[src/rtl/fsdh_pkg.sv]
// Shared constants, types and the octet-to-decimal function for the flow hash dispatcher.
// No dependencies; every other file imports this package.
package fsdh_pkg;

   localparam int CountW        = 7;
   localparam int HashW         = 32;
   localparam int CharW         = 8;
   localparam int IndexW        = 6;
   localparam int AddrW         = 32;
   localparam int PortW         = 16;
   localparam int ProtoW        = 8;
   localparam int PaddrW        = 3;
   localparam int PdataW        = 32;
   localparam int MaxWorkersDef = 64;
   localparam int ModStep       = 4;
   localparam int PortDigits    = 5;

   localparam logic [HashW-1:0]  FnvPrime   = 32'd16777619;
   localparam logic [ProtoW-1:0] ProtoTcp   = 8'd6;
   localparam logic [CharW-1:0]  CharZero   = 8'h30;
   localparam logic [CharW-1:0]  CharDot    = 8'h2e;
   localparam logic [CharW-1:0]  CharColon  = 8'h3a;
   localparam logic [15:0]       Recip10    = 16'd52429;
   localparam int                Recip10Sh  = 19;
   localparam logic [CountW-1:0] CountReset = 7'd1;
   localparam logic [0:0]        RegWorkerCount = 1'b0;

   typedef struct packed {
      logic [1:0] count;
      logic [3:0] d2;
      logic [3:0] d1;
      logic [3:0] d0;
   } oct_dec_type;

   typedef struct packed {
      logic             active;
      logic [CharW-1:0] ch;
   } key_char_type;

   function automatic oct_dec_type oct_decimal(input logic [7:0] b);
      oct_dec_type r;
      logic [7:0]  rest;
      logic [15:0] prod;
      logic [3:0]  tens;
      if (b >= 8'd200) begin
         r.d2 = 4'd2;
         rest = b - 8'd200;
      end else if (b >= 8'd100) begin
         r.d2 = 4'd1;
         rest = b - 8'd100;
      end else begin
         r.d2 = 4'd0;
         rest = b;
      end
      prod = 16'(rest) * 16'd205;
      tens = 4'(prod >> 11);
      r.d1 = tens;
      r.d0 = 4'(rest - (8'(tens) << 3) - (8'(tens) << 1));
      if (r.d2 != 4'd0) begin
         r.count = 2'd3;
      end else if (r.d1 != 4'd0) begin
         r.count = 2'd2;
      end else begin
         r.count = 2'd1;
      end
      return r;
   endfunction

endpackage

[src/rtl/fsdh_if.sv]
// Valid/ready channel interfaces for packet header words and dispatch result words.
// Depends on fsdh_pkg for field widths.
interface fsdh_req_if;
   import fsdh_pkg::*;
   logic              valid;
   logic              ready;
   logic [ProtoW-1:0] protocol;
   logic [AddrW-1:0]  src_addr;
   logic [AddrW-1:0]  dst_addr;
   logic [PortW-1:0]  src_port;
   logic [PortW-1:0]  dst_port;
   modport source (output valid, protocol, src_addr, dst_addr, src_port, dst_port,
                   input ready);
   modport sink (input valid, protocol, src_addr, dst_addr, src_port, dst_port,
                 output ready);
endinterface

interface fsdh_rsp_if;
   import fsdh_pkg::*;
   logic              valid;
   logic              ready;
   logic [IndexW-1:0] worker_index;
   logic [HashW-1:0]  flow_hash;
   modport source (output valid, worker_index, flow_hash, input ready);
   modport sink (input valid, worker_index, flow_hash, output ready);
endinterface

[src/rtl/symmetric_flow_hash_dispatch.sv]
// Flow: a TCP word is accepted only in idle; its result is offered after the character loop, which
// walks the longer endpoint key (9 to 21 characters) through the shared multiply-xor unit, then
// the remainder unit and the load into the result register.
// A new word is taken only once the previous TCP word's result is loaded, later while that
// result still waits; a non-TCP word is dropped with no result.
// Synchronous active-high reset: idle, no result pending, worker_count = 1.
module symmetric_flow_hash_dispatch #(
   parameter int MAX_WORKERS = fsdh_pkg::MaxWorkersDef
) (
   input  logic                         clock,
   input  logic                         reset,
   fsdh_req_if.sink                     req_bus,
   fsdh_rsp_if.source                   rsp_bus,
   input  logic                         csr_psel,
   input  logic                         csr_penable,
   input  logic                         csr_pwrite,
   input  logic [fsdh_pkg::PaddrW-1:0]  csr_paddr,
   input  logic [fsdh_pkg::PdataW-1:0]  csr_pwdata,
   output logic [fsdh_pkg::PdataW-1:0]  csr_prdata,
   output logic                         csr_pready
);
   import fsdh_pkg::*;

   typedef enum logic [1:0] {
      StIdle,
      StHash,
      StMod,
      StOut
   } state_type;

   state_type         state_ff;
   logic [CountW-1:0] count_ff, count_in;
   logic [HashW-1:0]  hash_ff;
   logic              rsp_valid_ff;
   logic [IndexW-1:0] rsp_index_ff;
   logic [HashW-1:0]  rsp_hash_ff;

   logic              csr_write;
   logic              csr_hit;
   logic [CountW-1:0] n_eff;
   logic              accept;
   logic              start_key;
   key_char_type      key0, key1;
   logic              keys_done;
   logic [CharW:0]    char_sum;
   logic [HashW-1:0]  hash_next;
   logic              mod_start;
   logic              mod_done;
   logic [CountW-1:0] mod_rem;

   assign csr_pready = 1'b1;
   assign csr_write  = csr_psel && csr_penable && csr_pwrite;
   assign csr_hit    = (csr_paddr[PaddrW-1] == RegWorkerCount);
   assign csr_prdata = csr_hit ? PdataW'(count_ff) : '0;

   always_comb begin
      count_in = count_ff;
      if (csr_write && csr_hit) begin
         count_in = csr_pwdata[CountW-1:0];
      end
   end

   always_ff @(posedge clock) begin
      if (reset) begin
         count_ff <= CountReset;
      end else begin
         count_ff <= count_in;
      end
   end

   always_comb begin
      priority if (count_ff == '0) begin
         n_eff = CountW'(1);
      end else if ({2'b00, count_ff} > 9'(MAX_WORKERS)) begin
         n_eff = CountW'(MAX_WORKERS);
      end else begin
         n_eff = count_ff;
      end
   end

   assign req_bus.ready = (state_ff == StIdle);
   assign accept        = req_bus.valid && req_bus.ready;
   assign start_key     = accept && (req_bus.protocol == ProtoTcp);

   fsdh_keygen u_key0 (
      .clock   (clock),
      .reset   (reset),
      .start   (start_key),
      .advance (state_ff == StHash),
      .addr    (req_bus.src_addr),
      .port    (req_bus.src_port),
      .key_out (key0)
   );

   fsdh_keygen u_key1 (
      .clock   (clock),
      .reset   (reset),
      .start   (start_key),
      .advance (state_ff == StHash),
      .addr    (req_bus.dst_addr),
      .port    (req_bus.dst_port),
      .key_out (key1)
   );

   assign keys_done = !key0.active && !key1.active;
   assign char_sum  = (key0.active ? {1'b0, key0.ch} : '0)
                    + (key1.active ? {1'b0, key1.ch} : '0);
   assign hash_next = HashW'(hash_ff * FnvPrime) ^ HashW'(char_sum);
   assign mod_start = (state_ff == StHash) && keys_done;

   fsdh_mod u_mod (
      .clock     (clock),
      .reset     (reset),
      .start     (mod_start),
      .dividend  (hash_ff),
      .divisor   (n_eff),
      .done      (mod_done),
      .remainder (mod_rem)
   );

   always_ff @(posedge clock) begin
      if (reset) begin
         state_ff     <= StIdle;
         rsp_valid_ff <= 1'b0;
      end else begin
         if (rsp_bus.ready && (state_ff != StOut)) begin
            rsp_valid_ff <= 1'b0;
         end
         unique case (state_ff)
            StIdle: begin
               if (start_key) begin
                  hash_ff  <= '0;
                  state_ff <= StHash;
               end
            end
            StHash: begin
               if (keys_done) begin
                  state_ff <= StMod;
               end else begin
                  hash_ff <= hash_next;
               end
            end
            StMod: begin
               if (mod_done) begin
                  state_ff <= StOut;
               end
            end
            StOut: begin
               if (!rsp_valid_ff || rsp_bus.ready) begin
                  rsp_valid_ff <= 1'b1;
                  rsp_index_ff <= mod_rem[IndexW-1:0];
                  rsp_hash_ff  <= hash_ff;
                  state_ff     <= StIdle;
               end
            end
            default: state_ff <= StIdle;
         endcase
      end
   end

   assign rsp_bus.valid        = rsp_valid_ff;
   assign rsp_bus.worker_index = rsp_index_ff;
   assign rsp_bus.flow_hash    = rsp_hash_ff;

endmodule

[src/rtl/fsdh_keygen.sv]
// Endpoint key generator: emits the "a.b.c.d:port" text one character per advance.
// Converts the port to decimal one digit a cycle; depends on fsdh_pkg.
module fsdh_keygen (
   input  logic                         clock,
   input  logic                         reset,
   input  logic                         start,
   input  logic                         advance,
   input  logic [fsdh_pkg::AddrW-1:0]   addr,
   input  logic [fsdh_pkg::PortW-1:0]   port,
   output fsdh_pkg::key_char_type       key_out
);
   import fsdh_pkg::*;

   localparam logic [3:0] PieceFirst = 4'd0;
   localparam logic [3:0] PieceColon = 4'd7;
   localparam logic [3:0] PiecePort  = 4'd8;
   localparam logic [3:0] PieceEnd   = 4'd9;
   localparam logic [2:0] ConvDone   = 3'(PortDigits);

   logic [3:0][7:0]            addr_ff, addr_in;
   logic [PortW-1:0]           pv_ff, pv_in;
   logic [PortDigits-1:0][3:0] pd_ff, pd_in;
   logic [2:0]                 conv_ff, conv_in;
   logic [3:0]                 piece_ff, piece_in;
   logic [2:0]                 dig_ff, dig_in;

   logic [31:0]      prod;
   logic [PortW-1:0] quot;
   logic [3:0]       new_digit;
   oct_dec_type      dec;
   logic [1:0]       opos;
   logic [3:0]       odig;
   logic [2:0]       pcount;
   logic [2:0]       ppos;
   logic [3:0]       pdig;
   logic             last;

   always_comb begin
      prod      = 32'(pv_ff) * 32'(Recip10);
      quot      = PortW'(prod >> Recip10Sh);
      new_digit = 4'(pv_ff - (quot << 3) - (quot << 1));
   end

   always_comb begin
      dec  = oct_decimal(addr_ff[~piece_ff[2:1]]);
      opos = 2'(dec.count - 2'd1 - dig_ff[1:0]);
      unique case (opos)
         2'd0:    odig = dec.d0;
         2'd1:    odig = dec.d1;
         2'd2:    odig = dec.d2;
         default: odig = 4'd0;
      endcase
   end

   always_comb begin
      priority if (pd_ff[4] != 4'd0) pcount = 3'd5;
      else if (pd_ff[3] != 4'd0)     pcount = 3'd4;
      else if (pd_ff[2] != 4'd0)     pcount = 3'd3;
      else if (pd_ff[1] != 4'd0)     pcount = 3'd2;
      else                           pcount = 3'd1;
      ppos = 3'(pcount - 3'd1 - dig_ff);
      unique case (ppos)
         3'd0:    pdig = pd_ff[0];
         3'd1:    pdig = pd_ff[1];
         3'd2:    pdig = pd_ff[2];
         3'd3:    pdig = pd_ff[3];
         3'd4:    pdig = pd_ff[4];
         default: pdig = 4'd0;
      endcase
   end

   always_comb begin
      key_out.active = 1'b1;
      priority if (piece_ff >= PieceEnd) begin
         key_out.active = 1'b0;
         key_out.ch     = '0;
         last           = 1'b0;
      end else if (piece_ff == PiecePort) begin
         key_out.ch = CharZero + CharW'(pdig);
         last       = (dig_ff == 3'(pcount - 3'd1));
      end else if (piece_ff == PieceColon) begin
         key_out.ch = CharColon;
         last       = 1'b1;
      end else if (piece_ff[0]) begin
         key_out.ch = CharDot;
         last       = 1'b1;
      end else begin
         key_out.ch = CharZero + CharW'(odig);
         last       = (dig_ff[1:0] == 2'(dec.count - 2'd1));
      end
   end

   always_comb begin
      addr_in  = addr_ff;
      pv_in    = pv_ff;
      pd_in    = pd_ff;
      conv_in  = conv_ff;
      piece_in = piece_ff;
      dig_in   = dig_ff;
      if (start) begin
         addr_in  = addr;
         pv_in    = port;
         conv_in  = '0;
         piece_in = PieceFirst;
         dig_in   = '0;
      end else begin
         if (conv_ff != ConvDone) begin
            pv_in   = quot;
            pd_in   = {new_digit, pd_ff[PortDigits-1:1]};
            conv_in = conv_ff + 3'd1;
         end
         if (advance && key_out.active) begin
            if (last) begin
               piece_in = piece_ff + 4'd1;
               dig_in   = '0;
            end else begin
               dig_in = dig_ff + 3'd1;
            end
         end
      end
   end

   always_ff @(posedge clock) begin
      if (reset) begin
         piece_ff <= PieceEnd;
         dig_ff   <= '0;
         conv_ff  <= ConvDone;
      end else begin
         piece_ff <= piece_in;
         dig_ff   <= dig_in;
         conv_ff  <= conv_in;
      end
   end

   always_ff @(posedge clock) begin
      addr_ff <= addr_in;
      pv_ff   <= pv_in;
      pd_ff   <= pd_in;
   end

endmodule

[src/rtl/fsdh_mod.sv]
// Iterative remainder unit: hash modulo worker count, ModStep quotient bits per cycle.
// Depends on fsdh_pkg for widths and the step size.
module fsdh_mod (
   input  logic                          clock,
   input  logic                          reset,
   input  logic                          start,
   input  logic [fsdh_pkg::HashW-1:0]    dividend,
   input  logic [fsdh_pkg::CountW-1:0]   divisor,
   output logic                          done,
   output logic [fsdh_pkg::CountW-1:0]   remainder
);
   import fsdh_pkg::*;

   localparam int StepCount = HashW / ModStep;
   localparam int StepW     = $clog2(StepCount);

   logic [HashW-1:0]  dvd_ff, dvd_in;
   logic [CountW-1:0] rem_ff, rem_in;
   logic [CountW-1:0] dsr_ff, dsr_in;
   logic [StepW-1:0]  cnt_ff, cnt_in;
   logic              busy_ff, busy_in;
   logic              done_ff, done_in;

   logic [CountW-1:0] r;
   logic [CountW:0]   t;

   always_comb begin
      r = rem_ff;
      for (int i = 0; i < ModStep; i++) begin
         t = {r, dvd_ff[HashW-1-i]};
         if (t >= {1'b0, dsr_ff}) begin
            t = t - {1'b0, dsr_ff};
         end
         r = t[CountW-1:0];
      end
   end

   always_comb begin
      dvd_in  = dvd_ff;
      rem_in  = rem_ff;
      dsr_in  = dsr_ff;
      cnt_in  = cnt_ff;
      busy_in = busy_ff;
      done_in = 1'b0;
      if (start) begin
         dvd_in  = dividend;
         rem_in  = '0;
         dsr_in  = divisor;
         cnt_in  = '0;
         busy_in = 1'b1;
      end else if (busy_ff) begin
         dvd_in = dvd_ff << ModStep;
         rem_in = r;
         cnt_in = cnt_ff + StepW'(1);
         if (cnt_ff == StepW'(StepCount - 1)) begin
            busy_in = 1'b0;
            done_in = 1'b1;
         end
      end
   end

   always_ff @(posedge clock) begin
      if (reset) begin
         busy_ff <= 1'b0;
         done_ff <= 1'b0;
         cnt_ff  <= '0;
      end else begin
         busy_ff <= busy_in;
         done_ff <= done_in;
         cnt_ff  <= cnt_in;
      end
   end

   always_ff @(posedge clock) begin
      dvd_ff <= dvd_in;
      rem_ff <= rem_in;
      dsr_ff <= dsr_in;
   end

   assign done      = done_ff;
   assign remainder = rem_ff;

endmodule
[src/flat_wrapper.sv]
// flat-port wrapper written by rule: the top's interface ports become plain ports
module symmetric_flow_hash_dispatch_flat import fsdh_pkg::*;
#(
   parameter int MAX_WORKERS = fsdh_pkg::MaxWorkersDef
)
  (clock, reset, csr_psel, csr_penable, csr_pwrite, csr_paddr, csr_pwdata, csr_prdata, csr_pready, req_bus_valid, req_bus_protocol, req_bus_src_addr, req_bus_dst_addr, req_bus_src_port, req_bus_dst_port, req_bus_ready, rsp_bus_valid, rsp_bus_worker_index, rsp_bus_flow_hash, rsp_bus_ready);
  fsdh_req_if req_bus_i ();
  fsdh_rsp_if rsp_bus_i ();
  input  logic clock;
  input  logic reset;
  input  logic csr_psel;
  input  logic csr_penable;
  input  logic csr_pwrite;
  input  logic [fsdh_pkg::PaddrW-1:0] csr_paddr;
  input  logic [fsdh_pkg::PdataW-1:0] csr_pwdata;
  output logic [fsdh_pkg::PdataW-1:0] csr_prdata;
  output logic csr_pready;
  input wire logic [$bits(req_bus_i.valid)-1:0] req_bus_valid;
  input wire logic [$bits(req_bus_i.protocol)-1:0] req_bus_protocol;
  input wire logic [$bits(req_bus_i.src_addr)-1:0] req_bus_src_addr;
  input wire logic [$bits(req_bus_i.dst_addr)-1:0] req_bus_dst_addr;
  input wire logic [$bits(req_bus_i.src_port)-1:0] req_bus_src_port;
  input wire logic [$bits(req_bus_i.dst_port)-1:0] req_bus_dst_port;
  output wire logic [$bits(req_bus_i.ready)-1:0] req_bus_ready;
  output wire logic [$bits(rsp_bus_i.valid)-1:0] rsp_bus_valid;
  output wire logic [$bits(rsp_bus_i.worker_index)-1:0] rsp_bus_worker_index;
  output wire logic [$bits(rsp_bus_i.flow_hash)-1:0] rsp_bus_flow_hash;
  input wire logic [$bits(rsp_bus_i.ready)-1:0] rsp_bus_ready;
  assign req_bus_i.valid = req_bus_valid;
  assign req_bus_i.protocol = req_bus_protocol;
  assign req_bus_i.src_addr = req_bus_src_addr;
  assign req_bus_i.dst_addr = req_bus_dst_addr;
  assign req_bus_i.src_port = req_bus_src_port;
  assign req_bus_i.dst_port = req_bus_dst_port;
  assign req_bus_ready = req_bus_i.ready;
  assign rsp_bus_valid = rsp_bus_i.valid;
  assign rsp_bus_worker_index = rsp_bus_i.worker_index;
  assign rsp_bus_flow_hash = rsp_bus_i.flow_hash;
  assign rsp_bus_i.ready = rsp_bus_ready;
  symmetric_flow_hash_dispatch #(.MAX_WORKERS(MAX_WORKERS)) u_core (.clock(clock), .reset(reset), .req_bus(req_bus_i), .rsp_bus(rsp_bus_i), .csr_psel(csr_psel), .csr_penable(csr_penable), .csr_pwrite(csr_pwrite), .csr_paddr(csr_paddr), .csr_pwdata(csr_pwdata), .csr_prdata(csr_prdata), .csr_pready(csr_pready));
endmodule
[config.mk]
export PLATFORM = sky130hd
export DESIGN_NAME = symmetric_flow_hash_dispatch_flat
export DESIGN_NICKNAME = d
export VERILOG_FILES = /design/src/rtl/fsdh_pkg.sv /design/src/rtl/fsdh_if.sv /design/src/rtl/symmetric_flow_hash_dispatch.sv /design/src/rtl/fsdh_keygen.sv /design/src/rtl/fsdh_mod.sv /design/src/flat_wrapper.sv
export SDC_FILE = /design/constraint.sdc
export NUM_CORES = 2
export LEC_CHECK = 0
export BUFFER_PORTS_ARGS = -buffer_cell sky130_fd_sc_hd__buf_2
export CORE_MARGIN = 5
export CORE_UTILIZATION = 60
export DETAILED_ROUTE_END_ITERATION = 10
export GPL_TIMING_DRIVEN = 1
export PLACE_DENSITY = 0.86
export SLEW_MARGIN = 10
export SYNTH_ARGS = -nofsm -noshare
export SYNTH_HDL_FRONTEND = slang
export SYNTH_SLANG_ARGS = --single-unit
[constraint.sdc]
create_clock -name clock -period 19.56 [get_ports clock]
set_input_delay 3.912 -clock clock [delete_from_list [all_inputs] [get_ports clock]]
set_output_delay 3.912 -clock clock [all_outputs]
set_load 0.01 [all_outputs]
==> run summary <==
The largest driver fanout on the critical path came out at 12. For this run, the top clock speed supported by timing is 91.9 MHz. STA puts the critical path data required time at 19.86 ns. The tools report the boundary pin count as 219.

Most used flip-flop cell after synthesis: edfxtp_1. The worst setup path is launched from a flip-flop. In this run, distinct cell masters in the synthesized netlist total 86. For the initial antenna violation count, the log shows 0. The setup total negative slack was 0 ns; the signal arrival time at the worst endpoint was 11.19 ns. The count of vias placed by the detailed router was 21200; the per-instance average area after synthesis was 10.4 um2. In the synthesized netlist the async set-or-reset flop fraction comes to 0%. The tightest hold path in the finished design has a slack of 0.466 ns. For the number of hold-repair buffers added at the cts stage, the log shows 0. Critical path capture point type: a flip-flop. The DRC violation total after the first TritonRoute iteration came out at 1166.

The largest single stage delay on the critical path is 0.72 ns. The number of cells on the worst reg-to-reg path is 42. Setup violations remaining at the end of the flow were counted as 0.

Setup fix buffers added after clock tree synthesis: 0. The tools report the number of buffers added by the clock tree synthesis step as 35. Once the floorplan was initialized, standard cells occupied 60.4% of the core. Cell depth of the worst hold path: 0. After global routing the overflow that remains totals 0. After technology mapping, the gate count stands at 2958.

The die is 237 um tall. met2 is the most crowded layer. The number of enable-type register cells in the synthesized netlist is 245, and the pin slew with the least headroom to its limit is 1.07 ns. The run gives 22400 as the number of global-route vias before repair. At the end of routability-driven placement, the weighted congestion stood at 0.966.

The sequential fraction of the synthesis area came out at 26.5%. The synthesized netlist occupies a cell area of 30900 um2. Wires add up to 66000 um. Excluding fillers, the count of instances in the completed layout stands at 3833. The total number of placement rows was 83. The worst hold path belongs to the class flip-flop to flip-flop. Across the routed clock network, the largest skew measured is 0.0321 ns. The launch instance of the worst min-delay path was u_core.u_key1.pd_ff[10]. The standard cell core area is 51200 um2. Measured against its own limit, the worst slew margin works out to 28.4%. The slowest cell on the critical path was dfxtp_1. The minimum clock period after layout works out to 10.89 ns. The library cell used most frequently in the layout, excluding fill and tap cells, is inv_1. The reg2reg setup slack came out at 8.67 ns. Clock-pin slew was measured on the worst setup and hold paths at 0.06 ns. The fraction of layout instances using a drive strength above 1 came out at 9.77%. The root buffer cell is clkbuf_16. The logs give 3771 for the number of placed instances with taps included and 0 for the antenna diode count. The detail route stage leaves a number of antenna-violating nets equal to 0. Insertion delay of the later-clocked pin in the worst-skew pair: 0.56 ns. The first detailed-routing pass ran for 5 iterations.

In this run the tool buffered the top-level ports with 165 buffer cells. Global routing used 23.7% of the available tracks across all layers. In this run the cell area measured after placement is 32400 um2. The longest clock path from root to sink contains 3 buffers. The synthesis-to-layout area growth is 8.65%. Summing all non-filler instances in the final layout gives an area of 33600 um2. The path with the worst hold slack has its endpoint at u_core.u_key1.pd_ff[6]. The tool flagged a number of max-cap violations equal to 0. The reg-to-reg startpoint is u_core.u_key1.piece_ff[1]. Yosys printed 0 warnings.

Gates resized during post-CTS repair numbered 0. After detailed routing, the number of remaining DRC violations is 0. Using the TritonRoute via totals, the vias-per-cell ratio works out to 5.54. Setup repair after global routing left no endpoint under its margin. The synthesized design contains 287 register bits. The first global-routing pass estimated 109000 um of wire. The number of max-slew violations in the final report is 0, and the share of the cycle needed by the critical path after routing is 55.7%. In this run the critical register-to-register path is captured at u_core.hash_ff[6].

Leaving out fill and tap cells, the most frequent cells in the layout are inv_1, ha_1, fa_1, edfxtp_1, nand2_1. The H-tree was split into 2 levels. The run finished with clean final reports.

The die covers 56100 um2. For met1 alone, demand over resource in global routing was 28.6%. The final layout contains 4139 nets. In the global route stage, met3 resource usage came out at 3.26%.

The met2 usage came out at 43.5%. The run gives 66 as the maximum number of pins on one net before global-route repair. The critical path in this run is classified as flip-flop to flip-flop.

The routed wirelength normalized by instance count was 17.2 um; the number of clock sinks seen by CTS was 287. By instance count, the cell type seen most on the critical path is inv_1. TritonCTS built the clock tree. From left edge to right edge, the die measures 237 um. The HPWL after detailed placement is 52100 um. The hold violation total from the final report was 0.
routing by layer:
layer	part of all wire [%]	wire [um]
met1	39	25600
met2	52	34400
met3	5.3	3480
met4	3.8	2480
met5	0	0
critical path: cells and delay by family, from the launching register on:
family                   cells  cell delay (ns)
multiplexers                 1             0.72
XOR/XNOR                     4             0.98
adder cells (fa/ha/maj)      9             3.22
buffers and inverters        7             0.62
flip-flops                   1             0.72
AND/OR/NAND/NOR              9             1.59
AO/OA/AOI/OAI               12             2.74
synthesized netlist by cell type (19+ instances only):
master	instances	area, um2
mux2_2	22	248
and2_1	19	119
nand2b_1	20	125
dfxtp_1	42	841
a21o_1	53	398
xor2_1	43	377
ha_1	602	7530
mux2i_1	31	310
edfxtp_1	245	7360
a211oi_1	23	173
clkbuf_1	30	113
o21ai_0	51	255
xnor2_1	101	885
nor3_1	43	215
nor2_1	122	458
nor2b_1	23	144
nand3_1	28	140
a21oi_1	81	405
fa_1	263	5270
inv_1	646	2420
nand2_1	203	762
buf_4	27	203
state kept, by name (all words and copies together) (netlist names), 2 cells and up:
signal and flops:
u_core.hash_ff 32, u_core.rsp_bus.flow_hash 32, u_core.u_key0.addr_ff 32, u_core.u_key1.addr_ff 32
u_core.u_mod.dvd_ff 32, u_core.u_key0.pd_ff 20, u_core.u_key1.pd_ff 20, u_core.u_key0.pv_ff 16
u_core.u_key1.pv_ff 16, u_core.count_ff 7, u_core.u_mod.dsr_ff 7, u_core.u_mod.remainder 7
u_core.rsp_bus.worker_index 6, u_core.u_key0.piece_ff 4, u_core.u_key1.piece_ff 4, u_core.u_key0.conv_ff 3
u_core.u_key0.dig_ff 3, u_core.u_key1.conv_ff 3, u_core.u_key1.dig_ff 3, u_core.u_mod.cnt_ff 3
u_core.state_ff 2
area by class of cell:
cell class	instances	area (um2)
well taps	680	851
repair buffers	176	908
inverters	648	2430
fillers	3754	17600
clock inverters	23	278
flip-flops and latches	287	8200
multi-input cells	1980	20000
clock buffers	39	891
per-stage QoR:
stage               setup WS, ns  utilization [%]
detailed placement          8.72             63.3
global route                8.06             65.6
global placement            8.89             63.3
CTS                         8.66             65.6
floorplan                   9.96                -
finish                      8.67             65.6
worst max-delay path by stage:
stage                                    startpoint                 to  slack, ns  cells after the start
final                     u_core.u_key1.piece_ff[1]  u_core.hash_ff[6]       8.67                     42
after global routing      u_core.u_key1.piece_ff[1]  u_core.hash_ff[6]       8.06                     42
after CTS                 u_core.u_key1.piece_ff[1]  u_core.hash_ff[6]       8.66                     42
after detailed placement  u_core.u_key1.piece_ff[1]  u_core.hash_ff[6]       8.72                     42
after global placement    u_core.u_key1.piece_ff[1]  u_core.hash_ff[6]       8.89                     42
after floorplan           u_core.u_key1.piece_ff[1]  u_core.hash_ff[6]       9.96                     44
logic make-up (layout without fill, tap and decap cells):
group	after synthesis	in the layout	synth area share, %
flops	287	287	26.5
compound gates	339	339	7.54
simple gates	531	531	8.02
other cells	2	26	0.0243
fa+ha+maj	865	865	41.4
xor+xnor	147	147	4.24
buf+inv	715	886	9.05
mux	72	72	3.19
Power is not shown: default switching activity piles up to over one toggle a cycle in this logic, so the estimate is an artifact.
